File: src/odc_pkg.sv
// Package: shared constants and types for the order discipline checker.
`timescale 1ns / 1ps
package odc_pkg;

    localparam int DEPTH      = 1024;
    localparam int DATA_WIDTH = 32;
    localparam int ADDR_W     = (DEPTH > 1) ? $clog2(DEPTH) : 1;
    localparam int CNT_W      = $clog2(DEPTH + 1);

    typedef enum logic [2:0] {
        V_IMPOSSIBLE = 3'd0,
        V_NOT_SURE   = 3'd1,
        V_QUEUE      = 3'd2,
        V_STACK      = 3'd3,
        V_PRIORITY   = 3'd4
    } verdict_t;

    typedef enum logic {
        S_IDLE = 1'b0,
        S_EXEC = 1'b1
    } state_t;

    typedef enum logic {
        OP_INSERT = 1'b0,
        OP_REMOVE = 1'b1
    } op_t;

    typedef struct packed {
        logic                         ins;
        logic                         rem;
        logic                         clr;
        logic signed [DATA_WIDTH-1:0] v;
    } cell_ctrl_t;

endpackage

File: src/odc_cell.sv
// Sorted-chain cell: holds one value of the max-priority queue.
`timescale 1ns / 1ps
module odc_cell (
    input  logic                                 clk,
    input  logic                                 rst_n,
    input  odc_pkg::cell_ctrl_t                  ctrl,
    input  logic signed [odc_pkg::DATA_WIDTH-1:0] left_val,
    input  logic                                 left_valid,
    input  logic                                 left_gt,
    input  logic signed [odc_pkg::DATA_WIDTH-1:0] right_val,
    input  logic                                 right_valid,
    output logic signed [odc_pkg::DATA_WIDTH-1:0] val,
    output logic                                 valid,
    output logic                                 gt
);

    logic signed [odc_pkg::DATA_WIDTH-1:0] val_reg;
    logic signed [odc_pkg::DATA_WIDTH-1:0] val_next;
    logic                                  valid_reg;
    logic                                  valid_next;

    assign gt    = !valid_reg || (ctrl.v > val_reg);
    assign val   = val_reg;
    assign valid = valid_reg;

    always_comb
    begin
        val_next   = val_reg;
        valid_next = valid_reg;
        if (ctrl.clr)
        begin
            valid_next = 1'b0;
        end
        else if (ctrl.ins)
        begin
            valid_next = valid_reg | left_valid;
            if (gt)
            begin
                val_next = left_gt ? left_val : ctrl.v;
            end
        end
        else if (ctrl.rem)
        begin
            val_next   = right_val;
            valid_next = right_valid;
        end
    end

    always_ff @(posedge clk or negedge rst_n)
    begin
        if (!rst_n)
        begin
            valid_reg <= 1'b0;
        end
        else
        begin
            valid_reg <= valid_next;
        end
    end

    always_ff @(posedge clk)
    begin
        val_reg <= val_next;
    end

endmodule

File: config.mk
export PLATFORM = sky130hd
export DESIGN_NAME = odc_cell
export DESIGN_NICKNAME = d
export VERILOG_FILES = /design/src/odc_pkg.sv /design/src/odc_cell.sv
export SDC_FILE = /design/constraint.sdc
export NUM_CORES = 1
export LEC_CHECK = 0
export ABC_CLOCK_PERIOD_IN_PS = 10450
export BUFFER_PORTS_ARGS = -buffer_cell sky130_fd_sc_hd__buf_2
export CAP_MARGIN = 0
export CORE_UTILIZATION = 49
export CTS_CLUSTER_DIAMETER = 150
export DETAILED_ROUTE_END_ITERATION = 6
export MAX_ROUTING_LAYER = met4
export PLACE_DENSITY = 0.84
export SLEW_MARGIN = 20
export SYNTH_ARGS = -nofsm -noshare
export SYNTH_HDL_FRONTEND = slang
export SYNTH_SLANG_ARGS = --single-unit
export TNS_END_PERCENT = 20
File: constraint.sdc
create_clock -name clk -period 10.45 [get_ports clk]
set_input_delay 1.5675 -clock clk [delete_from_list [all_inputs] [get_ports clk]]
set_output_delay 1.5675 -clock clk [all_outputs]
set_load 0.01 [all_outputs]
Word level (Yosys, flattened, before mapping)
Cells that the tools add are included.
Word-level totals
  register bits after elaboration: 33
  bits of input ports: 104
  output and inout port bits: 34
  logic and storage cells: 18
Cells by class
  $lt $le $gt $ge: 1
  equality and inequality tests: 1
  mux-type cells: 7
  bitwise logic cells: 2
  reduce and logical (&&, ||, !) cells: 5
Operators with widths (count)
  $mux W32: 4
  $gt A32 B32 Y1: 1
  $mux W1: 3
  $reduce_and A3 Y1: 1
  $reduce_bool A3 Y1: 1
  $ne A2 B1 Y1 const B: 1
  $reduce_bool A2 Y1: 1
  $logic_not A1 Y1: 1
  $logic_or A1 B1 Y1: 1
  $not A1 Y1: 1
  $or A1 B1 Y1: 1

Logic depth before layout (Yosys ltp)
  word-level depth: 4
  mapped depth: 8
  gate-level depth less buffers: 8

Least setup slack after synthesis
Ideal clock, no wire load.
  path type: in2reg
  start point: input port ctrl[30] in the netlist's numbering
  end point: register val_reg, in the netlist val[0] (enable)
  setup time: 0.450 ns
  arrival time: 4.912 ns
  required time: 10.000 ns
  setup slack: 5.088 ns
  stages: 7
  path buffers: 0
  cell sequence: ha_1 -> a21oi_2 -> nand2_1 -> a221o_1 -> a211oi_2 -> o22ai_1 -> a2111oi_2
On the way
  longest elaborated chain between the ends: 4
RTL lines
  from (decl): RTL line odc_cell.sv:6  | input odc_pkg::cell_ctrl_t ctrl,
  $gt A32 B32 Y1: RTL line odc_cell.sv:22  | assign gt = !valid_reg || (ctrl.v > val_reg);
  $logic_or A1 B1 Y1: RTL line odc_cell.sv:22
  $ne A2 B1 Y1 (no source line)
  $reduce_and A3 Y1 (no source line)
  to (signal assigned): RTL line odc_cell.sv:63  | val_reg <= val_next;
  to (decl): RTL line odc_cell.sv:17  | logic signed [odc_pkg::DATA_WIDTH-1:0] val_reg;
Every way passes these cells.
A chain may end at the register's enable or synchronous reset.

Final worst setup path
  start point: input port ctrl[14] in the netlist's numbering
  end point: output port gt
On the way
  longest elaborated chain between the ends: 2
RTL lines
  $gt A32 B32 Y1: RTL line odc_cell.sv:22
  $logic_or A1 B1 Y1: RTL line odc_cell.sv:22
  to (decl): RTL line odc_cell.sv:14  | output logic gt
Every way passes these cells.

==> metrics.md <==
| Metric | Value |
|---|---|
| Drt pass-1 iters | `4` |
| DRT Wirelength | `6470 um` |
| Layout cell share with drive strength beyond 1 | `37.3%` |
| Reg-to-reg startpoint | `val[23]` |
| Net Count, Synth | `408` |
| Cell Area, Synth | `2560 um2` |
| Largest net degree at the start of global routing | `71` |
| CTS Sinks | `33` |
| Reg2Reg Setup Slack | `7200 ps` |
| Max rail drop VDD | `0.0838 mV` |
| Reg2reg end | `val[7]` |
| Vias per cell | `5.16` |
| Fraction of registers with async set/reset | `3.03%` |
| DIE AREA | `5520 um2` |
| Clock skew | `8.67 ps` |
| Unrepaired setup endpoints after global routing | `no` |
| Post-cts sizing count | `0` |
| Pre-CTS setup slack | `5490 ps` |
| CTS Root Cell | `clkbuf_8` |
| I/O pin total | `138` |
| Max-slew violations | `0` |
| Worst hold path depth | `2` |
| Worst EP required | `8880 ps` |
| Critical path arrival | `3400 ps` |
| Min-delay src | `valid` |
| Setup TNS | `0 ps` |
| Detailed-route DRC error count | `0` |
| Worst slew margin | `36.5%` |
| Initial cell density of the core | `52.5%` |
| Yosys reg bits | `33` |
| All-layer global routing usage | `24.7%` |
| Pleak | `1.76 nW` |
| CTS Hold Bufs | `0` |
| First-pass GRT wire length | `9890 um` |
| CP cell instances | `buf_2, ha_1, nand4_1, or3_1, o221a_2, o211a_1, o21ai_1, buf_2` |
| FMAX | `201 MHz` |
| Vias in the first global route | `2344` |
| Clk_lat worst skew | `280 ps` |
| Min-Delay Endpoint | `valid` |
| CP endpoint kind | `output port` |
| Placed cell count | `467` |
| Final Util | `69.6%` |
| Initial antenna violation count | `0` |
| CP dominant cell by count | `buf_2` |
| Yosys Warn Count | `0` |
| Floorplan core area | `4880 um2` |
| Depth of the CTS H-tree | `2` |
| GRT Residual Overflow | `0` |
| TritonCTS clock tree | `done` |
| Outcome | `finished clean` |
| Syn avg cell area | `9.41 um2` |
| CTS Buffer Depth | `2` |
| Post-Synthesis Cells | `272` |
| Dominant cells by area after synthesis | `edfxtp_1 (38%), ha_1 (16%), mux2i_1 (13%)` |
| Final setup fails | `0` |
| Hold Vio Cnt, Final | `0` |
| Startpoint class of the critical path | `input pin` |
| DR iter-0 viols | `90` |
| Antenna Violating Nets Remaining | `0` |
| Largest register FFs | `32` |
| GP Congestion | `0.747` |
| Worst-Margin Slew | `953 ps` |
| Final HPWL DP | `5160 um` |
| Hold/Removal Path Class | `reg2reg` |
| Fin crit share | `47.5%` |
| Final #Nets | `543` |
| Post-route setup slack | `5480 ps` |
| Most frequent cells after synthesis | `a21oi_1 (46), nor2_1 (35), inv_1 (34)` |
| Most common cell in the netlist | `a21oi_1` |
| Num CTS Buffers | `5` |
| Fin crit period | `4970 ps` |
| Pwr Density | `107 nW/um2` |
| Area delta synth->final | `32.7%` |
| Slowest cell on the critical path | `or3_1` |
| Non-Filler Instances | `475` |
| Setup CP Type | `in2out` |
| Routed WL per cell | `13.6 um` |
| Vias | `2451` |
| DIE WIDTH | `74.3 um` |
| Synth Flop Type | `edfxtp_1` |
| Critical Path Max Stage Delay | `440 ps` |
| Max cap viols | `0` |
| Number of flops mapped to enable cells by yosys | `32` |
| Critical path peak fanout | `4` |
| Overall Power | `363 uW` |
| Clock input transition at the sequential cells of the worst setup and hold paths | `60 ps` |
| Post-CTS setup buffer count | `0` |
| Cell Rows | `25` |
| Die Y | `74.3 um` |
| Critical path depth | `8` |
| Sequential-to-total area share from yosys stat | `38.5%` |
| Port bufs | `137` |
| Post-synth cell types | `34` |
| Synth top area share | `37.5%` |
| Synth area leader | `edfxtp_1` |
| Reg2reg path depth | `9` |
| Diodes inserted | `0` |
| Number of buffers and inverters on the critical path | `2` |
| Crit path max-delay family | `simple AND/OR/NAND/NOR gates` |
## per-layer routing
layer  global-route usage [%]  part of all wire (%)
met5                        -                     0
met4                     9.64                   2.1
met3                     5.01                   5.0
met2                     43.8                    51
met1                     27.1                    42
## layout by cell type, fill, tap and decap left out
master,count
buf_2,137
a21oi_1,46
nor2_1,35
inv_1,34
mux2i_1,32
ha_1,32
edfxtp_1,32
nand2_1,9
nand4_1,7
o21ai_0,5
clkbuf_8,5
nand3_1,4
buf_4,3
nor4_1,2
a211oi_1,2
clkbuf_1,2
nand4_2,1
or4_1,1
o21a_1,1
or3_1,1
a221oi_1,1
o221a_2,1
nor3_1,1
a21oi_2,1
a221o_1,1
a21o_1,1
a211oi_2,1
o211a_1,1
o21ai_1,1
nor3b_1,1
and4_2,1
nand3b_1,1
o22ai_1,1
a2111oi_4,1
nor2b_1,1
clkinv_2,1
dfrtp_1,1
## power by group
group          leakage, nW  switching [mW]  internal [mW]
combinational         1.40          0.0577         0.0497
sequential           0.315         0.00512          0.159
clock               0.0422          0.0447         0.0467
## through the flow
step	hold WS [ps]	instance area, um2
after floorplan	656	2560
after global placement	677	3320
after detailed placement	688	3320
after CTS	697	3400
after global routing	751	3400
final	704	3400
## area by class of cell
class | count | area (um2)
Fill cell | 423 | 1480
Multi-Input combinational cell | 193 | 1410
Sequential cell | 33 | 986
Timing Repair Buffer | 140 | 708
Inverter | 34 | 128
Tap cell | 67 | 83.8
Clock buffer | 7 | 76.3
Clock inverter | 1 | 5.00
## worst register-to-register path, stage by stage, from the launching register on
cell and delay, ps:
edfxtp_1 380, inv_1 60, ha_1 250, a21oi_1 180, o21ai_0 120, a221o_1 340
a211oi_2 310, o22ai_1 160, a2111oi_4 810, buf_4 340
## logic make-up after synthesis
kind of cell             Yosys count  synth area share [%]
flip-flops                        33                  38.5
multiplexers                      32                  12.5
AND/OR/NAND/NOR                   65                  11.9
adder cells (fa/ha/maj)           32                  15.6
buffers and inverters             46                  6.89
AO/OA/AOI/OAI                     64                  14.6
## how the worst max path moves through the flow
stage / slack (ps) / to / startpoint
final: 5480 / gt / ctrl[14]
after global routing: 5390 / gt / ctrl[23]
after CTS: 5490 / gt / ctrl[14]
after detailed placement: 5490 / gt / ctrl[14]
after global placement: 5570 / gt / ctrl[14]
after floorplan: 5090 / val[0] / ctrl[30]
Note: power is estimated with default switching activity, not from simulation.
